## src/hw/rtl/rme_pkg.sv

```systemverilog
// Shared types, opcodes and the control-store program of the register machine executor.
package rme_pkg;

  // Fixed field widths of the stream items.
  localparam int unsigned OP_W      = 5;
  localparam int unsigned DEST_W    = 4;
  localparam int unsigned OPERAND_W = 32;
  localparam int unsigned STEP_W    = 33;
  localparam int unsigned RV_W      = 32;
  localparam int unsigned UPC_W     = 4;

  // Opcodes that the decoder tells apart; all others behave as no-ops.
  localparam logic [OP_W-1:0] OP_ADD  = 5'd0;
  localparam logic [OP_W-1:0] OP_ADDC = 5'd1;
  localparam logic [OP_W-1:0] OP_DIV  = 5'd2;
  localparam logic [OP_W-1:0] OP_DIVC = 5'd3;
  localparam logic [OP_W-1:0] OP_EQ   = 5'd4;
  localparam logic [OP_W-1:0] OP_EQC  = 5'd5;
  localparam logic [OP_W-1:0] OP_JMP  = 5'd6;
  localparam logic [OP_W-1:0] OP_JMPC = 5'd7;
  localparam logic [OP_W-1:0] OP_MOD  = 5'd8;
  localparam logic [OP_W-1:0] OP_MODC = 5'd9;
  localparam logic [OP_W-1:0] OP_MUL  = 5'd10;
  localparam logic [OP_W-1:0] OP_MULC = 5'd11;
  localparam logic [OP_W-1:0] OP_RET  = 5'd15;
  localparam logic [OP_W-1:0] OP_RETC = 5'd16;
  localparam logic [OP_W-1:0] OP_SET  = 5'd17;
  localparam logic [OP_W-1:0] OP_SETC = 5'd18;

  // Program counter offsets.
  localparam logic [STEP_W-1:0] STEP_NONE = 33'd0;
  localparam logic [STEP_W-1:0] STEP_ONE  = 33'd1;
  localparam logic [STEP_W-1:0] STEP_SKIP = 33'd2;

  // Operation classes after decode.
  typedef enum logic [3:0] {
    CL_NOP = 4'd0,
    CL_ADD = 4'd1,
    CL_DIV = 4'd2,
    CL_MOD = 4'd3,
    CL_MUL = 4'd4,
    CL_EQ  = 4'd5,
    CL_JMP = 4'd6,
    CL_RET = 4'd7,
    CL_SET = 4'd8
  } op_class_e;

  // How the sequencer picks its next step.
  typedef enum logic [2:0] {
    SQ_NEXT     = 3'd0,
    SQ_WAIT_IN  = 3'd1,
    SQ_DISPATCH = 3'd2,
    SQ_WAIT_IU  = 3'd3,
    SQ_WAIT_OUT = 3'd4
  } seq_e;

  // Register file read address select.
  typedef enum logic {
    RD_DEST = 1'b0,
    RD_SRC  = 1'b1
  } rd_sel_e;

  // One control word of the program.
  typedef struct packed {
    seq_e       seq;
    logic       idx_en;
    logic       idx_first;
    logic [1:0] idx_chunk;
    rd_sel_e    rd_sel;
    logic       ld_left;
    logic       ld_right;
    logic       iu_start;
    logic       wb_en;
    logic       emit;
  } uc_word_t;

  // Control and status between the sequencer and the iterative unit.
  typedef struct packed {
    logic start;
    logic mul;
  } iu_ctrl_t;

  typedef struct packed {
    logic busy;
    logic done;
  } iu_stat_t;

  // Program addresses.
  localparam logic [UPC_W-1:0] UA_FETCH = 4'd0;
  localparam logic [UPC_W-1:0] UA_IDX0  = 4'd1;
  localparam logic [UPC_W-1:0] UA_IDX1  = 4'd2;
  localparam logic [UPC_W-1:0] UA_IDX2  = 4'd3;
  localparam logic [UPC_W-1:0] UA_IDX3  = 4'd4;
  localparam logic [UPC_W-1:0] UA_RDL   = 4'd5;
  localparam logic [UPC_W-1:0] UA_RDR   = 4'd6;
  localparam logic [UPC_W-1:0] UA_LDR   = 4'd7;
  localparam logic [UPC_W-1:0] UA_ITER  = 4'd8;
  localparam logic [UPC_W-1:0] UA_IWAIT = 4'd9;
  localparam logic [UPC_W-1:0] UA_WB    = 4'd10;
  localparam logic [UPC_W-1:0] UA_EMIT  = 4'd11;

  // Decode an opcode into its class.
  function automatic op_class_e op_class(input logic [OP_W-1:0] op);
    op_class_e cls;
    case (op)
      OP_ADD, OP_ADDC: cls = CL_ADD;
      OP_DIV, OP_DIVC: cls = CL_DIV;
      OP_EQ,  OP_EQC:  cls = CL_EQ;
      OP_JMP, OP_JMPC: cls = CL_JMP;
      OP_MOD, OP_MODC: cls = CL_MOD;
      OP_MUL, OP_MULC: cls = CL_MUL;
      OP_RET, OP_RETC: cls = CL_RET;
      OP_SET, OP_SETC: cls = CL_SET;
      default:         cls = CL_NOP;
    endcase
    return cls;
  endfunction

  // True when the operand is an immediate rather than a register index.
  function automatic logic op_is_imm(input logic [OP_W-1:0] op);
    logic imm;
    case (op)
      OP_ADDC, OP_DIVC, OP_EQC, OP_JMPC,
      OP_MODC, OP_MULC, OP_RETC, OP_SETC: imm = 1'b1;
      default:                            imm = 1'b0;
    endcase
    return imm;
  endfunction

  // Entry step of each class after both operands are loaded.
  function automatic logic [UPC_W-1:0] dispatch_target(input op_class_e cls);
    logic [UPC_W-1:0] tgt;
    case (cls)
      CL_ADD, CL_SET:         tgt = UA_WB;
      CL_DIV, CL_MOD, CL_MUL: tgt = UA_ITER;
      default:                tgt = UA_EMIT;
    endcase
    return tgt;
  endfunction

  // The control store.
  function automatic uc_word_t uc_rom(input logic [UPC_W-1:0] addr);
    uc_word_t w;
    w     = '0;
    w.seq = SQ_NEXT;
    case (addr)
      UA_FETCH: w.seq = SQ_WAIT_IN;
      UA_IDX0: begin
        w.idx_en    = 1'b1;
        w.idx_first = 1'b1;
        w.idx_chunk = 2'd3;
      end
      UA_IDX1: begin
        w.idx_en    = 1'b1;
        w.idx_chunk = 2'd2;
      end
      UA_IDX2: begin
        w.idx_en    = 1'b1;
        w.idx_chunk = 2'd1;
      end
      UA_IDX3: begin
        w.idx_en    = 1'b1;
        w.idx_chunk = 2'd0;
      end
      UA_RDL: w.rd_sel = RD_DEST;
      UA_RDR: begin
        w.rd_sel  = RD_SRC;
        w.ld_left = 1'b1;
      end
      UA_LDR: begin
        w.ld_right = 1'b1;
        w.seq      = SQ_DISPATCH;
      end
      UA_ITER:  w.iu_start = 1'b1;
      UA_IWAIT: w.seq = SQ_WAIT_IU;
      UA_WB:    w.wb_en = 1'b1;
      UA_EMIT: begin
        w.emit = 1'b1;
        w.seq  = SQ_WAIT_OUT;
      end
      default: w.seq = SQ_WAIT_IN;
    endcase
    return w;
  endfunction

endpackage

```

## src/hw/rtl/rme_iter_unit.sv

```systemverilog
// Bit-serial unit that divides (restoring) or multiplies, one bit per cycle.
module rme_iter_unit #(
  parameter int unsigned DATA_WIDTH = 32
) (
  input  logic                  clk_i,
  input  logic                  rst_ni,
  input  rme_pkg::iu_ctrl_t     ctrl_i,
  input  logic [DATA_WIDTH-1:0] a_i,
  input  logic [DATA_WIDTH-1:0] b_i,
  output rme_pkg::iu_stat_t     stat_o,
  output logic [DATA_WIDTH-1:0] quo_o,
  output logic [DATA_WIDTH-1:0] rem_o
);

  localparam int unsigned CNT_W = $clog2(DATA_WIDTH);

  logic                  busy_q, busy_d;
  logic                  done_q, done_d;
  logic [CNT_W-1:0]      cnt_q, cnt_d;
  logic                  mul_q;
  logic [DATA_WIDTH-1:0] opnd_q;
  logic [DATA_WIDTH-1:0] quo_q;
  logic [DATA_WIDTH-1:0] rem_q;
  logic [DATA_WIDTH:0]   shifted;
  logic [DATA_WIDTH:0]   diff;
  logic [DATA_WIDTH-1:0] acc;

  // One restoring-division step and one shift-and-add step.
  always_comb begin
    shifted = {rem_q, quo_q[DATA_WIDTH-1]};
    diff    = shifted - {1'b0, opnd_q};
    acc     = {rem_q[DATA_WIDTH-2:0], 1'b0} + (quo_q[DATA_WIDTH-1] ? opnd_q : '0);
  end

  // Iteration control.
  always_comb begin
    busy_d = busy_q;
    cnt_d  = cnt_q;
    done_d = 1'b0;
    if (ctrl_i.start) begin
      busy_d = 1'b1;
      cnt_d  = CNT_W'(DATA_WIDTH - 1);
    end else if (busy_q) begin
      cnt_d = cnt_q - 1'b1;
      if (cnt_q == '0) begin
        busy_d = 1'b0;
        done_d = 1'b1;
      end
    end
  end

  always_ff @(posedge clk_i or negedge rst_ni) begin
    if (!rst_ni) begin
      busy_q <= 1'b0;
      done_q <= 1'b0;
      cnt_q  <= '0;
    end else begin
      busy_q <= busy_d;
      done_q <= done_d;
      cnt_q  <= cnt_d;
    end
  end

  // Datapath: the quotient register also shifts out the dividend or multiplier.
  always_ff @(posedge clk_i) begin
    if (ctrl_i.start) begin
      mul_q  <= ctrl_i.mul;
      opnd_q <= ctrl_i.mul ? a_i : b_i;
      quo_q  <= ctrl_i.mul ? b_i : a_i;
      rem_q  <= '0;
    end else if (busy_q) begin
      if (mul_q) begin
        rem_q <= acc;
        quo_q <= {quo_q[DATA_WIDTH-2:0], 1'b0};
      end else begin
        rem_q <= diff[DATA_WIDTH] ? shifted[DATA_WIDTH-1:0] : diff[DATA_WIDTH-1:0];
        quo_q <= {quo_q[DATA_WIDTH-2:0], ~diff[DATA_WIDTH]};
      end
    end
  end

  assign stat_o.busy = busy_q;
  assign stat_o.done = done_q;
  assign quo_o       = quo_q;
  assign rem_o       = rem_q;

  // A new start never lands on a running iteration.
  a_start_idle: assert property (@(posedge clk_i) disable iff (!rst_ni)
    ctrl_i.start |-> !busy_q)
    else $error("iteration started while busy");

  // Start always begins a run.
  a_start_busy: assert property (@(posedge clk_i) disable iff (!rst_ni)
    ctrl_i.start |=> busy_q)
    else $error("start did not set busy");

  // Completion is flagged only after the last step.
  a_done_idle: assert property (@(posedge clk_i) disable iff (!rst_ni)
    done_q |-> (!busy_q && $past(busy_q)))
    else $error("done raised outside the end of a run");

endmodule

```

## src/hw/rtl/register_machine_executor_core.sv

```systemverilog
// Top level of the register machine executor: control-store sequencer and datapath.
//
// One instruction enters on the slave stream per beat: tuser carries the opcode,
// tdata the destination index and the operand. For each instruction exactly one
// result beat leaves on the master stream with the program counter offset and
// the return value in tdata and the halt flag in tuser.
// A small control store steps a plain datapath: four steps reduce the operand to
// a register index (eight bits per step), three steps read the register file
// through its single registered read port, then the class of the operation
// selects write back, the bit-serial unit, or the result step.
// One instruction is in work at a time; the core is ready for the next beat in
// the cycle after the result is registered. The bit-serial unit takes one bit
// per cycle for divide, modulo and multiply.
// Reset clears the sequencer, the output valid flag and every register's valid
// bit, so all registers read as zero; no clearing pass is needed.
// A stalled receiver holds the result in the output register; the following
// instruction is accepted and worked on, then waits at its result step.
module register_machine_executor_core #(
  parameter int unsigned NUM_REGS   = 16,
  parameter int unsigned DATA_WIDTH = 32
) (
  input  logic        clk_i,
  input  logic        rst_ni,
  input  logic        s_axis_tvalid,
  output logic        s_axis_tready,
  input  logic [39:0] s_axis_tdata,  // dest_index[3:0], operand[35:4], zero fill
  input  logic [4:0]  s_axis_tuser,  // operation[4:0]
  output logic        m_axis_tvalid,
  input  logic        m_axis_tready,
  output logic [71:0] m_axis_tdata,  // pc_step[32:0], return_value[64:33], zero fill
  output logic        m_axis_tuser   // halted
);

  localparam int unsigned IW = $clog2(NUM_REGS);
  localparam logic [IW:0] IDX_N = (IW + 1)'(NUM_REGS);
  localparam int unsigned JW = (DATA_WIDTH > rme_pkg::STEP_W) ? DATA_WIDTH + 1
                                                              : rme_pkg::STEP_W + 1;

  // Reduce a running remainder by eight more operand bits, MSB first.
  function automatic logic [IW-1:0] mod_byte(input logic [IW-1:0] rem,
                                             input logic [7:0] chunk);
    logic [IW:0]   t;
    logic [IW-1:0] r;
    r = rem;
    for (int i = 7; i >= 0; i--) begin
      t = {r, chunk[i]};
      if (t >= IDX_N) begin
        t = t - IDX_N;
      end
      r = t[IW-1:0];
    end
    return r;
  endfunction

  logic [rme_pkg::UPC_W-1:0]     upc_q, upc_d;
  rme_pkg::uc_word_t             uc;
  rme_pkg::op_class_e            cls;
  logic                          is_imm;
  logic                          in_fire;
  logic                          out_free;
  logic                          emit_fire;

  logic [rme_pkg::OP_W-1:0]      op_q;
  logic [rme_pkg::DEST_W-1:0]    dest_raw_q;
  logic [rme_pkg::OPERAND_W-1:0] operand_q;
  logic [IW-1:0]                 d_q;
  logic [IW-1:0]                 s_q;
  logic [7:0]                    chunk;

  logic [DATA_WIDTH-1:0]         mem_q [NUM_REGS];
  logic [NUM_REGS-1:0]           vld_q;
  logic [IW-1:0]                 rd_addr;
  logic [DATA_WIDTH-1:0]         rd_data_q;
  logic                          rd_vld_q;
  logic [DATA_WIDTH-1:0]         rd_eff;
  logic [DATA_WIDTH-1:0]         imm;
  logic [DATA_WIDTH-1:0]         left_q;
  logic [DATA_WIDTH-1:0]         right_q;
  logic [DATA_WIDTH-1:0]         wb_val;

  rme_pkg::iu_ctrl_t             iu_ctrl;
  rme_pkg::iu_stat_t             iu_stat;
  logic [DATA_WIDTH-1:0]         iu_quo;
  logic [DATA_WIDTH-1:0]         iu_rem;

  logic [JW-1:0]                 tgt_neg;
  logic [JW-1:0]                 tgt_pos;
  logic [rme_pkg::STEP_W-1:0]    res_step;
  logic                          res_halt;
  logic [rme_pkg::RV_W-1:0]      res_rv;

  logic                          m_valid_q;
  logic [rme_pkg::STEP_W-1:0]    m_step_q;
  logic                          m_halt_q;
  logic [rme_pkg::RV_W-1:0]      m_rv_q;

  // Control word and decode of the held instruction.
  assign uc     = rme_pkg::uc_rom(upc_q);
  assign cls    = rme_pkg::op_class(op_q);
  assign is_imm = rme_pkg::op_is_imm(op_q);

  assign s_axis_tready = (uc.seq == rme_pkg::SQ_WAIT_IN);
  assign in_fire       = s_axis_tvalid && s_axis_tready;
  assign out_free      = !m_valid_q || m_axis_tready;
  assign emit_fire     = uc.emit && out_free;

  // Sequencer: step counter with waits and the class dispatch.
  always_comb begin
    upc_d = upc_q;
    case (uc.seq)
      rme_pkg::SQ_NEXT:     upc_d = upc_q + 1'b1;
      rme_pkg::SQ_WAIT_IN:  upc_d = in_fire ? rme_pkg::UA_IDX0 : upc_q;
      rme_pkg::SQ_DISPATCH: upc_d = rme_pkg::dispatch_target(cls);
      rme_pkg::SQ_WAIT_IU:  upc_d = iu_stat.done ? upc_q + 1'b1 : upc_q;
      rme_pkg::SQ_WAIT_OUT: upc_d = out_free ? rme_pkg::UA_FETCH : upc_q;
      default:              upc_d = rme_pkg::UA_FETCH;
    endcase
  end

  always_ff @(posedge clk_i or negedge rst_ni) begin
    if (!rst_ni) begin
      upc_q <= rme_pkg::UA_FETCH;
    end else begin
      upc_q <= upc_d;
    end
  end

  // Instruction capture and index reduction.
  assign chunk = operand_q[{uc.idx_chunk, 3'b000} +: 8];

  always_ff @(posedge clk_i) begin
    if (in_fire) begin
      op_q       <= s_axis_tuser;
      dest_raw_q <= s_axis_tdata[3:0];
      operand_q  <= s_axis_tdata[35:4];
    end
    if (uc.idx_en) begin
      if (uc.idx_first) begin
        s_q <= mod_byte('0, chunk);
        d_q <= mod_byte('0, {4'b0000, dest_raw_q});
      end else begin
        s_q <= mod_byte(s_q, chunk);
      end
    end
  end

  // Register file: one write port, one registered read port.
  assign rd_addr = (uc.rd_sel == rme_pkg::RD_DEST) ? d_q : s_q;

  always_ff @(posedge clk_i) begin
    rd_data_q <= mem_q[rd_addr];
    if (uc.wb_en) begin
      mem_q[d_q] <= wb_val;
    end
  end

  // Valid bits make unwritten registers read as zero after reset.
  always_ff @(posedge clk_i or negedge rst_ni) begin
    if (!rst_ni) begin
      vld_q    <= '0;
      rd_vld_q <= 1'b0;
    end else begin
      rd_vld_q <= vld_q[rd_addr];
      if (uc.wb_en) begin
        vld_q[d_q] <= 1'b1;
      end
    end
  end

  assign rd_eff = rd_vld_q ? rd_data_q : '0;
  assign imm    = DATA_WIDTH'(operand_q);

  // Operand latches.
  always_ff @(posedge clk_i) begin
    if (uc.ld_left) begin
      left_q <= rd_eff;
    end
    if (uc.ld_right) begin
      right_q <= is_imm ? imm : rd_eff;
    end
  end

  // Divide, modulo and multiply share the bit-serial unit.
  assign iu_ctrl.start = uc.iu_start;
  assign iu_ctrl.mul   = (cls == rme_pkg::CL_MUL);

  rme_iter_unit #(
    .DATA_WIDTH(DATA_WIDTH)
  ) u_iter (
    .clk_i (clk_i),
    .rst_ni(rst_ni),
    .ctrl_i(iu_ctrl),
    .a_i   (left_q),
    .b_i   (right_q),
    .stat_o(iu_stat),
    .quo_o (iu_quo),
    .rem_o (iu_rem)
  );

  // Write-back value; a zero divisor gives all ones or keeps the dividend.
  always_comb begin
    case (cls)
      rme_pkg::CL_ADD: wb_val = left_q + right_q;
      rme_pkg::CL_SET: wb_val = right_q;
      rme_pkg::CL_DIV: wb_val = (right_q == '0) ? '1 : iu_quo;
      rme_pkg::CL_MOD: wb_val = (right_q == '0) ? left_q : iu_rem;
      rme_pkg::CL_MUL: wb_val = iu_rem;
      default:         wb_val = left_q;
    endcase
  end

  // Jump offset: a negative target is used as is, otherwise target plus one.
  assign tgt_neg = JW'($signed(right_q));
  assign tgt_pos = JW'(right_q) + 1'b1;

  // Result fields.
  always_comb begin
    res_step = rme_pkg::STEP_ONE;
    res_halt = 1'b0;
    res_rv   = '0;
    case (cls)
      rme_pkg::CL_EQ: begin
        res_step = (left_q != right_q) ? rme_pkg::STEP_SKIP : rme_pkg::STEP_ONE;
      end
      rme_pkg::CL_JMP: begin
        res_step = right_q[DATA_WIDTH-1] ? tgt_neg[rme_pkg::STEP_W-1:0]
                                         : tgt_pos[rme_pkg::STEP_W-1:0];
      end
      rme_pkg::CL_RET: begin
        res_step = rme_pkg::STEP_NONE;
        res_halt = 1'b1;
        res_rv   = rme_pkg::RV_W'(right_q);
      end
      default: begin
        res_step = rme_pkg::STEP_ONE;
      end
    endcase
  end

  // Output register parts the sequencer from the receiver.
  always_ff @(posedge clk_i or negedge rst_ni) begin
    if (!rst_ni) begin
      m_valid_q <= 1'b0;
    end else if (emit_fire) begin
      m_valid_q <= 1'b1;
    end else if (m_axis_tready) begin
      m_valid_q <= 1'b0;
    end
  end

  always_ff @(posedge clk_i) begin
    if (emit_fire) begin
      m_step_q <= res_step;
      m_halt_q <= res_halt;
      m_rv_q   <= res_rv;
    end
  end

  assign m_axis_tvalid = m_valid_q;
  assign m_axis_tdata  = {7'b0000000, m_rv_q, m_step_q};
  assign m_axis_tuser  = m_halt_q;

  // A halting result always carries a zero offset.
  a_halt_step: assert property (@(posedge clk_i) disable iff (!rst_ni)
    (m_axis_tvalid && m_axis_tuser) |-> (m_axis_tdata[32:0] == '0))
    else $error("halt beat with nonzero offset");

  // Only divide, modulo and multiply start the bit-serial unit.
  a_iu_class: assert property (@(posedge clk_i) disable iff (!rst_ni)
    uc.iu_start |-> (cls == rme_pkg::CL_DIV || cls == rme_pkg::CL_MOD ||
                     cls == rme_pkg::CL_MUL))
    else $error("bit-serial unit started for another class");

  // An accepted instruction goes straight to index reduction.
  a_fetch_idx: assert property (@(posedge clk_i) disable iff (!rst_ni)
    in_fire |=> (upc_q == rme_pkg::UA_IDX0))
    else $error("sequencer did not start index reduction");

  // A result load sets the output valid and returns the sequencer to fetch.
  a_emit_free: assert property (@(posedge clk_i) disable iff (!rst_ni)
    emit_fire |=> (m_valid_q && (upc_q == rme_pkg::UA_FETCH)))
    else $error("result load did not complete");

endmodule

```

## config.mk

```make
export PLATFORM = sky130hd
export DESIGN_NAME = register_machine_executor_core
export DESIGN_NICKNAME = d
export VERILOG_FILES = /design/src/hw/rtl/rme_pkg.sv /design/src/hw/rtl/rme_iter_unit.sv /design/src/hw/rtl/register_machine_executor_core.sv
export SDC_FILE = /design/constraint.sdc
export NUM_CORES = 2
export LEC_CHECK = 0
export BUFFER_PORTS_ARGS = -buffer_cell sky130_fd_sc_hd__buf_2
export CAP_MARGIN = 30
export CORE_ASPECT_RATIO = 0.6
export CORE_MARGIN = 8
export CORE_UTILIZATION = 30
export CTS_CLUSTER_DIAMETER = 40
export DETAILED_ROUTE_END_ITERATION = 8
export GPL_TIMING_DRIVEN = 0
export MAX_ROUTING_LAYER = met4
export PLACE_DENSITY = 0.52
export SYNTH_ARGS = -nofsm -noshare
export SYNTH_HDL_FRONTEND = slang
export SYNTH_SLANG_ARGS = --single-unit
```

## constraint.sdc

```tcl
create_clock -name clk_i -period 5.4 [get_ports clk_i]
set_clock_uncertainty 0.2 [all_clocks]
set_input_delay 0.54 -clock clk_i [delete_from_list [all_inputs] [get_ports clk_i]]
set_output_delay 0.54 -clock clk_i [all_outputs]
set_load 0.005 [all_outputs]
```

==> Flow_metrics.wiki <==
{| class="wikitable"
! Metric !! Value
|-
| Status || completed
|-
| Antenna violations before repair || 4
|-
| Post-synth EDFFs || 756
|-
| Static leakage || 16.7 nW
|-
| Power, Total || 29.2 mW
|-
| Period utilisation layout || 0.971
|-
| Ordered list of cells on the worst path || clkbuf_1 -> nor4_2 -> nand4_1 -> nor3_4 -> nor3b_2 -> clkbuf_1 -> o21ai_0 -> nand2_1 -> a21oi_1 -> a21oi_1 -> buf_4
|-
| Total length of routed wires || 134000 um
|-
| Cts bufs inserted || 98
|-
| Grt met1 use || 0.303
|-
| Most Used Layer, Global Route || met1
|-
| Post-Place Worst Slack || -0.113 ns
|-
| Core box area || 134000 um^2
|-
| Worst-skew pair later-pin latency || 0.71 ns
|-
| Post-synthesis instance area || 40300 um^2
|-
| Unrepaired setup endpoints after global routing || no
|-
| Die Y-Extent || 300 um
|-
| Crit start category || flop
|-
| Post-synth ARST share || 0.0340
|-
| DRC || 0
|-
| Maximum ir drop on the vdd rail || ~0.32 mV
|-
| TritonCTS clock tree || yes
|-
| Critical path's slowest cell || nor3b_2
|-
| Iteration-0 DRC Markers || 3648
|-
| Total number of yosys warnings || 0
|-
| Peak per-stage delay on the critical path || between 0.7 and 0.8 ns
|-
| Count of buffers from port buffering || around 110
|-
| Die area || 147000 um^2
|-
| Total gr overflow || 0
|-
| Sequential fraction of the synthesis area || 0.616
|-
| Endpoint kind of the worst setup timing path || flop
|-
| Leading cell type in the layout, fill and taps excluded || edfxtp_1
|-
| Floorplan row count || 104
|-
| Clock-pin slew of the registers on the worst-case setup and hold paths || about 0.06 ns
|-
| Starting density of the core || 0.301
|-
| Primary FF master, synth || edfxtp_1
|-
| Maximum count of clock buffers along a single path || 3
|-
| Largest delay contributor family on the critical path || simple AND/OR/NAND/NOR gates
|-
| Max Fclk || 191 MHz
|-
| Average detailed-routed wire length per instance || 26.0 um
|-
| Maximum fanout along the worst path || 12
|-
| Post-synthesis cell count || slightly below 3000
|-
| Pin count of the biggest net entering global routing || 57
|-
| Root cell of the clock tree || clkbuf_16
|-
| Antenna Violating Nets Remaining || 0
|-
| Transition time at the pin with the least slew margin || 1.05 ns
|-
| Data required, critical path || 5.74 ns
|-
| First-pass iteration count of the detailed router || 6
|-
| Seq cells post-synth || approximately 850
|-
| Final-report hold violation count || 0
|-
| Met3 track demand over resource || 0.0492
|-
| Count of boundary I/O pins || 124
|-
| Mean area per synthesized cell || 13.6 um^2
|-
| Signed area change from the synthesized netlist to the final layout || 19.0%
|-
| CTS sink cnt || 854
|-
| Number of global-route vias before repair || roughly 26000
|-
| Max-capacitance violation count || 0
|-
| Class of the tightest hold or removal check || in2reg
|-
| Overall Global Routing Usage || 0.184
|-
| Fin worst setup slack || 0.156 ns
|-
| Vias per std cell || between 5 and 6
|-
| Commonest non-fill, non-tap cells in the layout || edfxtp_1, nand2_1, nor2_1
|-
| Max-slew violations || 0
|-
| Setup violators final || 0
|-
| Minimum period implied by the final worst setup slack || 5.24 ns
|-
| Category of the most critical setup path || reg2reg
|-
| Layout net count || 3437
|-
| Die extent in x || roughly 490 um
|-
| Fraction of met2 tracks used by global routing || 0.214
|-
| Headroom to the max-slew limit || 0.301
|-
| Worst Path Buf+Inv || 3
|-
| Post-synth cell types || 98
|-
| Total setup buffers inserted after CTS || 0
|-
| Detailed placer's ending HPWL || 101000 um
|-
| CTS HTree Levels || 3
|-
| Endpoint arrival time on the critical path || between 5 and 6 ns
|-
| Power density over the cells || 608 nW/um^2
|-
| Fill cells || 12900
|-
| Global-route wire length before repair || 193000 um
|-
| Final weighted congestion in routability-driven placement || 0.961
|-
| Routed via count || 27500
|-
| Share of cells above drive strength 1 || 0.197
|}
## worst reg2reg max path, stage by stage (launching register included)
cell and delay, ns:
edfxtp_1 0.41, clkbuf_1 0.30, nor4_2 0.61, nand4_1 0.40, nor3_4 0.61, nor3b_2 0.73
clkbuf_1 0.72, o21ai_0 0.19, nand2_1 0.11, a21oi_1 0.05, a21oi_1 0.49, buf_4 0.30
## final cells by class
cell class | count | area [um^2] | share of cell area
diodes | 1 | 2.50 | 0.0000522
multi-input cells | 1870 | 14600 | 0.305
well taps | 1802 | 2250 | 0.0470
inverters | 73 | 275 | 0.00574
clock inverters | 71 | 828 | 0.0173
repair buffers | 219 | 1840 | 0.0384
clock buffers | 113 | 2530 | 0.0527
flip-flops and latches | 854 | 24800 | 0.517
plain buffers | 166 | 792 | 0.0165
## state kept, by name, indices dropped and copies added, names as in the netlist, 4 cells and up
signal and cells:
cls 4, d_q 4, dest_raw_q 4, imm 32, left_q 32, m_rv_q 32, m_step_q 33, mem_q 512
op_q 5, rd_data_q 32, right_q 32, s_q 4, u_iter.cnt_q 5, u_iter.opnd_q 32, u_iter.quo_o 32, u_iter.rem_o 32
upc_q 4, vld_q 16
## per-stage QoR
step	utilization	instance area (um^2)	hold slack [ns]	TNS [ns]	instances
detailed placement	0.330	44100	0.250	-3.57	4940
floorplan	-	40300	0.0444	0	2963
finish	0.359	47900	0.250	0	5169
CTS	0.358	47900	0.221	0	5166
global placement	0.323	43100	0.249	-365.84	4877
global route	0.359	47900	0.201	0	5168
## kinds of logic after synthesis
kind of cell,synth area share
compound gates,0.103
xor+xnor,0.0226
fa+ha+maj,0.0335
buf+inv,0.0265
flops,0.616
mux,0.105
other cells,0.0000931
simple gates,0.0933
## power by group
group | internal [mW] | switching, mW
Clock | 3.97 | 2.98
Sequential | 9.54 | 0.828
Combinational | 4.19 | 7.65
## what timing repair did
action	CTS	global route
setup endpoints to repair	42	137
hold endpoints to repair	70	0
hold buffers	42	0
gates resized for setup	2	3
## routing by layer
layer,up-vias,share of wire
met5,-,0
met4,0,0.018
met3,152,0.11
met2,1259,0.36
met1,14000,0.52
li1,12000,-
## path summary, 6_finish.rpt
path,from,to,slack (ns),depth (start not counted)
worst max register to register,right_q[5],mem_q[9][25],0.16,11
min in group asynchronous,rst_ni,m_axis_tvalid,0.34,2
worst min-delay path,m_axis_tready,m_axis_tvalid,0.25,3
worst min register to register,vld_q[1],vld_q[1],0.26,1
worst max-delay path,right_q[5],mem_q[9][25],0.16,11
max in group asynchronous,rst_ni,u_iter.cnt_q[1],4.04,2
## cell usage after synthesis, types with 20 or more instances
library cell | n | area [um^2]
and2_1 | 110 | 688
buf_2 | 29 | 145
nand4_1 | 20 | 125
a31oi_1 | 54 | 338
a21o_1 | 44 | 330
xor2_1 | 51 | 447
nor2_1 | 186 | 698
xnor2_1 | 53 | 464
mux2i_1 | 54 | 541
mux2_2 | 65 | 732
dfxtp_1 | 69 | 1380
nand3_1 | 53 | 265
ha_1 | 103 | 1290
dfrtp_1 | 29 | 726
nand2_1 | 262 | 983
clkbuf_1 | 102 | 383
or2_2 | 22 | 138
mux4_2 | 132 | 2970
a221oi_1 | 37 | 324
nor3_1 | 28 | 140
a21oi_1 | 121 | 606
o21ai_0 | 147 | 736
edfxtp_1 | 756 | 22700
inv_1 | 71 | 267
a211oi_1 | 51 | 383
and3_1 | 20 | 125
(Power assumes the default switching activity.)
